## config.mk

```make
export PLATFORM = sky130hd
export DESIGN_NAME = lidar_raster_record_parser
export DESIGN_NICKNAME = d
export VERILOG_FILES = /design/src/hw/rtl/lrrp_pkg.sv /design/src/hw/rtl/lrrp_core.sv /design/src/hw/rtl/lidar_raster_record_parser.sv
export SDC_FILE = /design/constraint.sdc
export NUM_CORES = 2
export LEC_CHECK = 0
export BUFFER_PORTS_ARGS = -buffer_cell sky130_fd_sc_hd__buf_2
export CAP_MARGIN = 20
export CELL_PAD_IN_SITES_DETAIL_PLACEMENT = 1
export CELL_PAD_IN_SITES_GLOBAL_PLACEMENT = 1
export CORE_ASPECT_RATIO = 0.75
export CORE_UTILIZATION = 47
export CTS_CLUSTER_SIZE = 30
export DETAILED_ROUTE_END_ITERATION = 10
export MAX_ROUTING_LAYER = met4
export PLACE_DENSITY_LB_ADDON = 0.1
export SLEW_MARGIN = 5
export SYNTH_ARGS = -nofsm -noshare
export SYNTH_HDL_FRONTEND = slang
export SYNTH_SLANG_ARGS = --single-unit
```

## constraint.sdc

```tcl
create_clock -name i_clk -period 15.75 [get_ports i_clk]
set_clock_uncertainty 0.1 [all_clocks]
set_input_delay 0.7875 -clock i_clk [delete_from_list [all_inputs] [get_ports i_clk]]
set_output_delay 0.7875 -clock i_clk [all_outputs]
set_load 0.005 [all_outputs]
```

## src/hw/rtl/lrrp_pkg.sv

```systemverilog
//------------------------------------------------------------------------------
// lrrp_pkg
// Types and constants shared by the raster record parser modules.
//------------------------------------------------------------------------------
`timescale 1ns / 1ps
`default_nettype none

package lrrp_pkg;

    localparam int CFG_IDX_W = 2;

    localparam logic [CFG_IDX_W-1:0] CFG_RASTER_START   = 2'd0;
    localparam logic [CFG_IDX_W-1:0] CFG_EMIT_WAVEFORMS = 2'd1;
    localparam logic [CFG_IDX_W-1:0] CFG_TX_CLEAN_INDEX = 2'd2;

    localparam logic [7:0]  RASTER_TYPE    = 8'd5;
    localparam logic [23:0] MIN_RASTER_LEN = 24'd18;
    localparam logic [23:0] PULSE_HDR_LEN  = 24'd15;

    localparam logic KIND_PULSE = 1'b0;
    localparam logic KIND_WAVE  = 1'b1;

    typedef enum logic [10:0] {
        PH_LEN    = 11'b000_0000_0001,
        PH_HDR    = 11'b000_0000_0010,
        PH_SKIP   = 11'b000_0000_0100,
        PH_PULSE  = 11'b000_0000_1000,
        PH_TXLEN  = 11'b000_0001_0000,
        PH_TX     = 11'b000_0010_0000,
        PH_RXLEN0 = 11'b000_0100_0000,
        PH_RXLEN1 = 11'b000_1000_0000,
        PH_RX     = 11'b001_0000_0000,
        PH_PAD    = 11'b010_0000_0000,
        PH_HALT   = 11'b100_0000_0000
    } t_phase;

    typedef struct packed {
        logic [7:0] data_byte;
        logic       end_of_log;
    } t_in_word;

    typedef struct packed {
        logic               kind;
        logic [31:0]        raster_number;
        logic [14:0]        pulse_number;
        logic               digitizer;
        logic [31:0]        seconds;
        logic [32:0]        time_ticks;
        logic signed [15:0] beam_angle;
        logic [13:0]        range_value;
        logic [1:0]         dropout;
        logic [2:0]         channel;
        logic [15:0]        sample_index;
        logic [7:0]         sample_value;
    } t_out_word;

    typedef struct packed {
        logic [31:0] raster_start;
        logic        emit_waveforms;
        logic [7:0]  tx_clean_index;
    } t_cfg;

endpackage

`default_nettype wire

```

## src/hw/rtl/lrrp_core.sv

```systemverilog
//------------------------------------------------------------------------------
// lrrp_core
// Parser state and the per-byte step: record framing, raster header,
// pulse headers and waveform bytes.
//------------------------------------------------------------------------------
`timescale 1ns / 1ps
`default_nettype none

module lrrp_core #(
    parameter int RX_CHANNELS = 4
) (
    input  wire logic               i_clk,
    input  wire logic               i_rst_n,
    input  wire logic               i_step,
    input  wire lrrp_pkg::t_in_word i_item,
    input  wire lrrp_pkg::t_cfg     i_cfg,
    input  wire logic               i_rs_load,
    input  wire logic [31:0]        i_rs_value,
    output logic                    o_res_valid,
    output lrrp_pkg::t_out_word     o_res
);

    import lrrp_pkg::*;

    localparam int RC_W = $clog2(RX_CHANNELS + 1);
    localparam logic [RC_W-1:0] RC_MAX = RC_W'(RX_CHANNELS);

    t_phase          r_phase, n_phase;
    logic [23:0]     r_record_position, n_record_position;
    logic [23:0]     r_record_length, n_record_length;
    logic [7:0]      r_field_shift, n_field_shift;
    logic [31:0]     r_header_seconds, n_header_seconds;
    logic [31:0]     r_header_fraction, n_header_fraction;
    logic [14:0]     r_pulses_left, n_pulses_left;
    logic [14:0]     r_pulse_counter, n_pulse_counter;
    logic [23:0]     r_pulse_end, n_pulse_end;
    logic [15:0]     r_wave_remaining, n_wave_remaining;
    logic [RC_W-1:0] r_receive_channel, n_receive_channel;
    logic [7:0]      r_first_tx_byte, n_first_tx_byte;
    logic [31:0]     r_raster_counter, n_raster_counter;
    logic            r_is_raster, n_is_raster;
    logic            r_digit_bit, n_digit_bit;
    logic [23:0]     r_pulse_start, n_pulse_start;
    logic [23:0]     r_pulse_ticks, n_pulse_ticks;
    logic [15:0]     r_pulse_angle, n_pulse_angle;
    logic [15:0]     r_pulse_word, n_pulse_word;
    logic [15:0]     r_pulse_len, n_pulse_len;
    logic [15:0]     r_wave_index, n_wave_index;

    logic [7:0]  b;
    logic [23:0] pos;
    logic [23:0] rel;
    logic [15:0] plen_new;
    logic [25:0] pend_raw;
    logic [23:0] pend_clamp;
    logic [15:0] rxlen;
    logic [24:0] rx_end;
    logic [7:0]  ftb;
    logic        clean_hit;
    logic [15:0] wr_dec;
    t_phase      aw_phase;
    logic        check_end;
    logic        rec_done;
    logic        sp_req;
    logic [24:0] sp_start;
    logic [14:0] sp_left;
    logic [14:0] sp_counter;
    logic        sp_ok;
    logic [14:0] hdr_count;

    assign b          = i_item.data_byte;
    assign pos        = r_record_position;
    assign rel        = pos - r_pulse_start;
    assign plen_new   = r_pulse_len | {b, 8'h00};
    assign pend_raw   = 26'(r_pulse_start) + 26'd14 + 26'(plen_new);
    assign pend_clamp = (pend_raw >= 26'(r_record_length)) ? (r_record_length - 24'd1)
                                                           : pend_raw[23:0];
    assign rxlen      = {b, r_field_shift};
    assign rx_end     = 25'(pos) + 25'(rxlen);
    assign ftb        = (r_wave_index == 16'd0) ? b : r_first_tx_byte;
    assign clean_hit  = (i_cfg.tx_clean_index != 8'd0) &&
                        (r_wave_index >= (16'(i_cfg.tx_clean_index) - 16'd1));
    assign wr_dec     = r_wave_remaining - 16'd1;
    assign aw_phase   = (r_receive_channel < RC_MAX) ? PH_RXLEN0 : PH_PAD;
    assign hdr_count  = {b[6:0], r_field_shift};
    assign sp_ok      = (sp_left != 15'd0) &&
                        ((26'(sp_start) + 26'(PULSE_HDR_LEN) + 26'd1) <= 26'(r_record_length));

    always_comb begin
        n_phase           = r_phase;
        n_record_position = r_record_position;
        n_record_length   = r_record_length;
        n_field_shift     = r_field_shift;
        n_header_seconds  = r_header_seconds;
        n_header_fraction = r_header_fraction;
        n_pulses_left     = r_pulses_left;
        n_pulse_counter   = r_pulse_counter;
        n_pulse_end       = r_pulse_end;
        n_wave_remaining  = r_wave_remaining;
        n_receive_channel = r_receive_channel;
        n_first_tx_byte   = r_first_tx_byte;
        n_raster_counter  = r_raster_counter;
        n_is_raster       = r_is_raster;
        n_digit_bit       = r_digit_bit;
        n_pulse_start     = r_pulse_start;
        n_pulse_ticks     = r_pulse_ticks;
        n_pulse_angle     = r_pulse_angle;
        n_pulse_word      = r_pulse_word;
        n_pulse_len       = r_pulse_len;
        n_wave_index      = r_wave_index;
        check_end         = 1'b0;
        rec_done          = 1'b0;
        sp_req            = 1'b0;
        sp_start          = 25'(pos) + 25'd1;
        sp_left           = r_pulses_left;
        sp_counter        = r_pulse_counter;

        o_res_valid          = 1'b0;
        o_res.kind           = KIND_PULSE;
        o_res.raster_number  = r_raster_counter;
        o_res.pulse_number   = r_pulse_counter;
        o_res.digitizer      = r_digit_bit;
        o_res.seconds        = r_header_seconds;
        o_res.time_ticks     = 33'(r_header_fraction) + 33'(r_pulse_ticks);
        o_res.beam_angle     = $signed(r_pulse_angle);
        o_res.range_value    = r_pulse_word[13:0];
        o_res.dropout        = r_pulse_word[15:14];
        o_res.channel        = 3'd0;
        o_res.sample_index   = 16'd0;
        o_res.sample_value   = 8'd0;

        case (r_phase)
            PH_LEN: begin
                case (pos[1:0])
                    2'd0:    n_record_length = {16'h0000, b};
                    2'd1:    n_record_length = r_record_length | {8'h00, b, 8'h00};
                    default: n_record_length = r_record_length | {b, 16'h0000};
                endcase
                if (pos >= 24'd2) begin
                    n_is_raster = 1'b0;
                    if (n_record_length == 24'd0) begin
                        n_phase = PH_HALT;
                    end else if (n_record_length <= 24'd3) begin
                        rec_done = 1'b1;
                    end else begin
                        n_phase = PH_HDR;
                    end
                end
            end
            PH_HDR: begin
                case (pos)
                    24'd3: begin
                        n_is_raster = (r_record_length >= MIN_RASTER_LEN) && (b == RASTER_TYPE);
                        if (!n_is_raster) begin
                            n_phase = PH_SKIP;
                        end
                    end
                    24'd4:  n_header_seconds  = {24'h0, b};
                    24'd5:  n_header_seconds  = r_header_seconds | {16'h0, b, 8'h0};
                    24'd6:  n_header_seconds  = r_header_seconds | {8'h0, b, 16'h0};
                    24'd7:  n_header_seconds  = r_header_seconds | {b, 24'h0};
                    24'd8:  n_header_fraction = {24'h0, b};
                    24'd9:  n_header_fraction = r_header_fraction | {16'h0, b, 8'h0};
                    24'd10: n_header_fraction = r_header_fraction | {8'h0, b, 16'h0};
                    24'd11: n_header_fraction = r_header_fraction | {b, 24'h0};
                    24'd16: n_field_shift     = b;
                    24'd17: begin
                        n_pulses_left   = hdr_count;
                        n_pulse_counter = 15'd0;
                        n_digit_bit     = b[7];
                        sp_left         = hdr_count;
                        sp_counter      = 15'd0;
                        sp_start        = 25'(MIN_RASTER_LEN);
                        sp_req          = 1'b1;
                    end
                    default: ;
                endcase
            end
            PH_PULSE: begin
                if (rel == 24'd0) begin
                    n_pulse_ticks = {16'h0, b};
                end else if (rel == 24'd1) begin
                    n_pulse_ticks = r_pulse_ticks | {8'h0, b, 8'h0};
                end else if (rel == 24'd2) begin
                    n_pulse_ticks = r_pulse_ticks | {b, 16'h0};
                end else if (rel == 24'd9) begin
                    n_pulse_angle = {8'h0, b};
                end else if (rel == 24'd10) begin
                    n_pulse_angle = r_pulse_angle | {b, 8'h0};
                end else if (rel == 24'd11) begin
                    n_pulse_word = {8'h0, b};
                end else if (rel == 24'd12) begin
                    n_pulse_word = r_pulse_word | {b, 8'h0};
                end else if (rel == 24'd13) begin
                    n_pulse_len = {8'h0, b};
                end else if (rel >= 24'd14) begin
                    n_pulse_len       = plen_new;
                    n_pulse_end       = pend_clamp;
                    o_res_valid       = 1'b1;
                    n_receive_channel = '0;
                    if (i_cfg.emit_waveforms &&
                        ((25'(r_pulse_start) + 25'(PULSE_HDR_LEN)) <= 25'(pend_clamp))) begin
                        n_phase = PH_TXLEN;
                    end else begin
                        n_phase = PH_PAD;
                    end
                    check_end = 1'b1;
                end
            end
            PH_TXLEN: begin
                n_wave_remaining = {8'h00, b};
                n_wave_index     = 16'd0;
                n_phase          = (b != 8'd0) ? PH_TX : PH_PAD;
                check_end        = 1'b1;
            end
            PH_TX: begin
                n_first_tx_byte    = ftb;
                o_res_valid        = 1'b1;
                o_res.kind         = KIND_WAVE;
                o_res.sample_index = r_wave_index;
                o_res.sample_value = clean_hit ? ftb : b;
                n_wave_index       = r_wave_index + 16'd1;
                n_wave_remaining   = wr_dec;
                if (wr_dec == 16'd0) begin
                    n_phase = aw_phase;
                end
                check_end = 1'b1;
            end
            PH_RXLEN0: begin
                n_field_shift = b;
                n_phase       = PH_RXLEN1;
                check_end     = 1'b1;
            end
            PH_RXLEN1: begin
                if ((rxlen == 16'd0) || (rx_end > 25'(r_pulse_end))) begin
                    n_phase = PH_PAD;
                end else begin
                    n_receive_channel = r_receive_channel + RC_W'(1);
                    n_wave_remaining  = rxlen;
                    n_wave_index      = 16'd0;
                    n_phase           = PH_RX;
                end
                check_end = 1'b1;
            end
            PH_RX: begin
                o_res_valid        = 1'b1;
                o_res.kind         = KIND_WAVE;
                o_res.channel      = 3'(r_receive_channel);
                o_res.sample_index = r_wave_index;
                o_res.sample_value = b;
                n_wave_index       = r_wave_index + 16'd1;
                n_wave_remaining   = wr_dec;
                if (wr_dec == 16'd0) begin
                    n_phase = aw_phase;
                end
                check_end = 1'b1;
            end
            PH_PAD: begin
                check_end = 1'b1;
            end
            default: ;
        endcase

        // pulse finished on this byte: try the next pulse header
        if (check_end && (pos == n_pulse_end)) begin
            sp_req = 1'b1;
        end

        if (sp_req) begin
            if (sp_ok) begin
                n_pulse_start   = sp_start[23:0];
                n_pulses_left   = sp_left - 15'd1;
                n_pulse_counter = sp_counter + 15'd1;
                n_phase         = PH_PULSE;
            end else begin
                n_phase = PH_SKIP;
            end
        end

        if ((n_phase != PH_LEN) && (n_phase != PH_HALT) &&
            ((25'(pos) + 25'd1) == 25'(n_record_length))) begin
            rec_done = 1'b1;
        end

        if (rec_done) begin
            if (n_is_raster && (r_raster_counter != 32'd0)) begin
                n_raster_counter = r_raster_counter + 32'd1;
            end
            n_is_raster       = 1'b0;
            n_phase           = PH_LEN;
            n_record_position = 24'd0;
        end else if (n_phase != PH_HALT) begin
            n_record_position = pos + 24'd1;
        end

        if (i_item.end_of_log) begin
            n_phase           = PH_LEN;
            n_record_position = 24'd0;
            n_record_length   = 24'd0;
            n_is_raster       = 1'b0;
            n_raster_counter  = i_cfg.raster_start;
        end
    end

    always_ff @(posedge i_clk) begin
        if (!i_rst_n) begin
            r_phase           <= PH_LEN;
            r_record_position <= '0;
            r_record_length   <= '0;
            r_field_shift     <= '0;
            r_header_seconds  <= '0;
            r_header_fraction <= '0;
            r_pulses_left     <= '0;
            r_pulse_counter   <= '0;
            r_pulse_end       <= '0;
            r_wave_remaining  <= '0;
            r_receive_channel <= '0;
            r_first_tx_byte   <= '0;
            r_raster_counter  <= '0;
            r_is_raster       <= 1'b0;
            r_digit_bit       <= 1'b0;
            r_pulse_start     <= '0;
            r_pulse_ticks     <= '0;
            r_pulse_angle     <= '0;
            r_pulse_word      <= '0;
            r_pulse_len       <= '0;
            r_wave_index      <= '0;
        end else begin
            if (i_step) begin
                r_phase           <= n_phase;
                r_record_position <= n_record_position;
                r_record_length   <= n_record_length;
                r_field_shift     <= n_field_shift;
                r_header_seconds  <= n_header_seconds;
                r_header_fraction <= n_header_fraction;
                r_pulses_left     <= n_pulses_left;
                r_pulse_counter   <= n_pulse_counter;
                r_pulse_end       <= n_pulse_end;
                r_wave_remaining  <= n_wave_remaining;
                r_receive_channel <= n_receive_channel;
                r_first_tx_byte   <= n_first_tx_byte;
                r_is_raster       <= n_is_raster;
                r_digit_bit       <= n_digit_bit;
                r_pulse_start     <= n_pulse_start;
                r_pulse_ticks     <= n_pulse_ticks;
                r_pulse_angle     <= n_pulse_angle;
                r_pulse_word      <= n_pulse_word;
                r_pulse_len       <= n_pulse_len;
                r_wave_index      <= n_wave_index;
            end
            if (i_rs_load) begin
                r_raster_counter <= i_rs_value;
            end else if (i_step) begin
                r_raster_counter <= n_raster_counter;
            end
        end
    end

`ifndef SYNTHESIS
    a_pulse_fits: assert property (@(posedge i_clk) disable iff (!i_rst_n)
        (r_phase == PH_PULSE) |->
            ((26'(r_pulse_start) + 26'(PULSE_HDR_LEN) + 26'd1) <= 26'(r_record_length)))
        else $error("pulse header runs past record end");

    a_rx_channel: assert property (@(posedge i_clk) disable iff (!i_rst_n)
        r_receive_channel <= RC_MAX)
        else $error("receive channel out of range");

    a_restart: assert property (@(posedge i_clk) disable iff (!i_rst_n)
        (i_step && i_item.end_of_log) |=>
            ((r_phase == PH_LEN) && (r_record_position == 24'd0) && !r_is_raster))
        else $error("end of log did not restart parser");

    a_halt_hold: assert property (@(posedge i_clk) disable iff (!i_rst_n)
        ((r_phase == PH_HALT) && i_step && !i_item.end_of_log) |=>
            ((r_phase == PH_HALT) && $stable(r_record_position)))
        else $error("halted parser moved");
`endif

endmodule

`default_nettype wire

```

## src/hw/rtl/lidar_raster_record_parser.sv

```systemverilog
//------------------------------------------------------------------------------
// lidar_raster_record_parser
// Byte-stream parser for raw lidar raster logs; emits pulse and waveform words.
//------------------------------------------------------------------------------
// Takes one log byte per cycle and gives at most one result word per byte.
// A byte is held in the input register, is parsed against the
// record state, and its result lands in the output register;
// one byte per cycle is sustained while the output side takes words.
// Only a full output register that is not being taken stalls the input.
// Time is reported as raster seconds plus 1.6 us ticks. No clearing pass is
// needed after reset. Configuration registers: 0 raster_start (also reloads
// the raster counter), 1 emit_waveforms, 2 tx_clean_index.
//------------------------------------------------------------------------------
`timescale 1ns / 1ps
`default_nettype none

module lidar_raster_record_parser #(
    parameter int RX_CHANNELS = 4
) (
    input  wire logic                             i_clk,
    input  wire logic                             i_rst_n,
    input  wire logic                             i_in_valid,
    output logic                                  o_in_ready,
    input  wire lrrp_pkg::t_in_word               i_in_data,
    output logic                                  o_out_valid,
    input  wire logic                             i_out_ready,
    output lrrp_pkg::t_out_word                   o_out_data,
    input  wire logic                             i_cfg_valid,
    output logic                                  o_cfg_ready,
    input  wire logic [lrrp_pkg::CFG_IDX_W-1:0]   i_cfg_index,
    input  wire logic [31:0]                      i_cfg_data
);

    import lrrp_pkg::*;

    logic      r_in_valid;
    t_in_word  r_in_word;
    logic      r_out_valid;
    t_out_word r_out_word;
    t_cfg      r_cfg;

    logic      out_free;
    logic      step;
    logic      rs_load;
    logic      res_valid;
    t_out_word res;

    assign out_free    = !r_out_valid || i_out_ready;
    assign step        = r_in_valid && out_free;
    assign o_in_ready  = !r_in_valid || out_free;
    assign o_out_valid = r_out_valid;
    assign o_out_data  = r_out_word;
    assign o_cfg_ready = 1'b1;
    assign rs_load     = i_cfg_valid && (i_cfg_index == CFG_RASTER_START);

    lrrp_core #(
        .RX_CHANNELS (RX_CHANNELS)
    ) u_core (
        .i_clk       (i_clk),
        .i_rst_n     (i_rst_n),
        .i_step      (step),
        .i_item      (r_in_word),
        .i_cfg       (r_cfg),
        .i_rs_load   (rs_load),
        .i_rs_value  (i_cfg_data),
        .o_res_valid (res_valid),
        .o_res       (res)
    );

    always_ff @(posedge i_clk) begin
        if (!i_rst_n) begin
            r_in_valid  <= 1'b0;
            r_out_valid <= 1'b0;
            r_cfg       <= '0;
        end else begin
            if (o_in_ready) begin
                r_in_valid <= i_in_valid;
            end
            if (step) begin
                r_out_valid <= res_valid;
            end else if (i_out_ready) begin
                r_out_valid <= 1'b0;
            end
            if (i_cfg_valid) begin
                case (i_cfg_index)
                    CFG_RASTER_START:   r_cfg.raster_start   <= i_cfg_data;
                    CFG_EMIT_WAVEFORMS: r_cfg.emit_waveforms <= i_cfg_data[0];
                    CFG_TX_CLEAN_INDEX: r_cfg.tx_clean_index <= i_cfg_data[7:0];
                    default: ;
                endcase
            end
        end
    end

    always_ff @(posedge i_clk) begin
        if (i_in_valid && o_in_ready) begin
            r_in_word <= i_in_data;
        end
        if (step && res_valid) begin
            r_out_word <= res;
        end
    end

endmodule

`default_nettype wire

```

==> summary.md <==
| Metric | Value |
|---|---|
| Total Neg Setup Slack | 0 ns |
| Clock Tree Root | clkbuf_16 |
| Slew @ Worst Pin | 1.14 ns |
| Antenna Nets Post-Route | 0 |
| Synthesized area | around 35000 um^2 |
| Port Buf Inserts | 222 |
| DIE HEIGHT | ~240 um |
| Data arrival, critical path | 11.13 ns |
| Top-level port count | about 220 |
| Total CTS buffers | 58 |
| Layout Cells excl Fill | 5176 |
| Worst R2R Setup Slack | a little over 5 ns |
| DP HPWL | 101 mm |
| Clock Pin Slew Worst Setup and Hold Paths | 0.06 ns |
| Layout cell share with drive strength beyond 1 | 0.110 |
| CP endpoint kind | flip-flop |
| Total track usage | 0.364 |
| CTS Sinks | slightly below 600 |
| Mean area per synthesized cell | 8.61 um^2 |
| RSZ-0062 raised after global routing | false |
| Adder-Cell Fraction of Synth Area | 0.0784 |
| Avg Vias per Cell | 6.28 |
| Top delay family on crit path | compound AO/OA/AOI/OAI gates |
| CTS tree | built |
| Hold_sp | i_in_data[2] |
| Initial Util | 0.479 |
| Slew Limit Fails | 0 |
| Max Cap Viol | 0 |
| H-tree depth | 2 |
| Met3 global-route usage | 0.0749 |
| Tcrit/Tclk final | 0.676 |
| Hold WC Path Type | in2reg |
| Multi-input logic area | 19800 um^2 |
| Seq cells post-synth | between 500 and 600 |
| Placed Area | 36700 um^2 |
| Worst VDD drop | 0.104 mV |
| Reg2reg path depth | 39 |
| Post-synthesis mux area share | 0.0337 |
| Pre-CTS setup slack | 4.27 ns |
| Final Setup Violations | 0 |
| Final WS setup | slightly above 5 ns |
| DRC | 0 |
| Leakage | 16.3 nW |
| Total Wirelength | 135 mm |
| WL per Instance | 26.1 um |
| Hold Vio Cnt, Final | 0 |
| Area growth syn-to-layout | 11.8% |
| DIE AREA | 74900 um^2 |
| GR Overflow Total | 0 |
| Sequential fraction of the synthesis area | 0.389 |
| Die Width | around 320 um |
| Synth Area in Simple Gates | 0.205 |
| WP buf/inv | 5 |
| Synth Area in XOR/XNOR | 0.0719 |
| Status | finished clean |
| Critical Path RT | 16.23 ns |
| Post-CTS Setup Repair Bufs | 0 |
| Yosys cell types | just over 90 |
| Crit path max fanout | 49 |
| CP max stage delay | 0.57 ns |
| CP Class | reg2reg |
| Worst reg2reg path endpoint | u_core.r_raster_counter[27]$_SDFFE_PN0P_ |
| Max Freq | 0.0939 GHz |
| Standard-cell rows | 85 |
| R2R Path Start | u_core.r_pulse_start[1]$_SDFFE_PN0P_ |
| Clock Path Buffers | 3 |
| M2 GR Usage | 0.512 |
| Net Count, Synth | roughly 4.3k |
| Initial antenna violation count | 5 |
| Final min period | 10.65 ns |
| Final instance area | 38800 um^2 |
| Commonest register cell after synthesis | dfxtp_1 |
| Hold Buf Count CTS | 0 |
| CP max stage cell | or4_1 |
| First-pass GRT wire length | 201 mm |
| Post-synth EDFFs | 182 |
| Compound-gate portion of the synthesized area | 0.180 |
| Hold path endpoint | r_in_word[2]$_DFFE_PP_ |
| Synth async-reset ratio | 0 |
| Resized Gates After CTS | 0 |
| Worst hold path depth | 1 |
| Fin nets | approximately 4.4k |
| Largest family of logic cells by synthesized area | simple AND/OR/NAND/NOR gates |
| Pin count of the biggest net entering global routing | 175 |
| Placed cells | roughly 5.1k |
| Iteration count of the initial detailed-routing pass | 5 |
| DR vias | 32.5k |
| Core ar. | 72400 um^2 |
| Cell area power density | 88.0 nW/um^2 |
| Register area | 13500 um^2 |
| Worst setup SP type | flip-flop |
| Filler cells | 8572 |
| Final design utilization | 0.536 |
| Routability Congestion | approximately 1.1 |
| Met1 usage | 0.531 |
| Starting DRT DRC Count | 3170 |
| Slew headroom | 0.242 |
| Yosys warning total | 0 |
| Cells after Synth | 4031 |
| Most crowded layer after global routing | met1 |
| Later-pin clock latency in the skew report | between 0.6 and 0.7 ns |
| Vias in the first global route | around 32k |
==> how the worst max path moves through the flow <==
stage / from / endpoint / cells after the start
2_1_floorplan: u_core.pos[0]$_SDFFE_PN0P_ / o_out_data[0]$_DFFE_PP_ / 16
3_3_place_gp: u_core.r_pulse_start[1]$_SDFFE_PN0P_ / u_core.r_raster_counter[19]$_SDFFE_PN0P_ / 39
3_5_place_dp: u_core.r_pulse_start[1]$_SDFFE_PN0P_ / u_core.r_raster_counter[23]$_SDFFE_PN0P_ / 39
4_1_cts: u_core.r_pulse_start[1]$_SDFFE_PN0P_ / u_core.r_raster_counter[23]$_SDFFE_PN0P_ / 39
5_1_grt: u_core.r_pulse_start[1]$_SDFFE_PN0P_ / u_core.r_raster_counter[23]$_SDFFE_PN0P_ / 39
6_report: u_core.r_pulse_start[1]$_SDFFE_PN0P_ / u_core.r_raster_counter[27]$_SDFFE_PN0P_ / 39
==> final cells by class <==
| cell class | count | share of cell area |
|---|---|---|
| clock buffer | 71 | 0.0397 |
| inverter | 152 | 0.0149 |
| sequential | 583 | 0.348 |
| clock inverter | 39 | 0.0119 |
| multi-input combinational | 3070 | 0.510 |
| timing repair buffer | 300 | 0.0444 |
| antenna | 4 | 0.000258 |
| tap | 957 | 0.0309 |
==> per-stage QoR <==
stage | total power [W] | hold WS (ns)
6_report | 0.00342 | 0.194
5_1_grt | 0.00352 | 0.179
2_1_floorplan | 0.00182 | 0.306
3_5_place_dp | 0.00196 | 0.318
3_3_place_gp | 0.00195 | 0.311
4_1_cts | 0.00342 | 0.176
==> worst register-to-register path: cells and delay by family (launching register included) <==
family                     cells  cell delay, ns
and+or+nand+nor               14            3.66
AOI/OAI and AO/OA             14            3.76
adders and majority gates      4            1.20
DFF                            1            0.38
buffers and inverters          5            0.93
xor gates and xnor gates       2            0.58
==> cells in the mapped netlist, drive strengths merged (81+ instances only) <==
library cell,number,area share
dfxtp,401,0.23
xnor2,190,0.048
o21ai,126,0.018
ha,211,0.076
nand2,308,0.033
xor2,95,0.024
clkbuf,203,0.022
mux2i,101,0.029
nand3,113,0.017
nand4,81,0.015
a21oi,363,0.052
nor2,558,0.060
edfxtp,182,0.16
inv,150,0.016
==> power breakdown <==
group | switching [W] | leakage, nW | internal, W
combinational | 0.000253 | 10.1 | 0.000114
clock | 0.000643 | 0.955 | 0.000834
sequential | 0.0000183 | 5.20 | 0.00155
total | 0.000915 | 16.3 | 0.00250
==> placed cells by master (no fill, tap or decap), types with 120 or more instances in the layout <==
master	count
nor2_1	557
ha_1	211
nand2_1	304
o21ai_0	120
buf_2	221
dfxtp_1	401
xnor2_1	190
inv_1	149
edfxtp_1	182
a21oi_1	363
==> sequential cells by signal, indices dropped and copies added, names as in the netlist, 16 cells and up <==
| name | cells |
|---|---|
| u_core.r_wave_remaining | 16 |
| u_core.r_pulse_start | 24 |
| r_cfg | 41 |
| u_core.r_pulse_end | 24 |
| u_core.r_header_fraction | 32 |
| u_core.r_pulse_ticks | 24 |
| u_core.r_wave_index | 16 |
| u_core.r_raster_counter | 32 |
| u_core.pos | 24 |
| u_core.r_record_length | 24 |
| o_out_data | 173 |
| u_core.r_pulse_word | 16 |
| u_core.r_pulse_angle | 16 |
| u_core.r_pulse_len | 16 |
| u_core.r_header_seconds | 32 |
==> logic make-up (layout without fill, tap and decap cells) <==
| kind of cell | count (synthesis) | count (layout) |
|---|---|---|
| AND/OR/NAND/NOR | 1493 | 1493 |
| other | 1 | 5 |
| adder cells (fa/ha/maj) | 215 | 215 |
| XOR/XNOR | 285 | 285 |
| AO/OA/AOI/OAI | 961 | 961 |
| buffers and inverters | 378 | 562 |
| flip-flops | 583 | 583 |
| multiplexers | 115 | 115 |
==> per-layer routing <==
metal / vias to the layer above / wire (um) / part of all wire
met5: - / 0 / 0
met4: 0 / 2890 / 0.021
met3: 155 / 11900 / 0.088
met2: 1268 / 56100 / 0.42
met1: 16300 / 64200 / 0.48
li1: 14800 / - / -
Note: power is estimated with default switching activity, not from simulation.
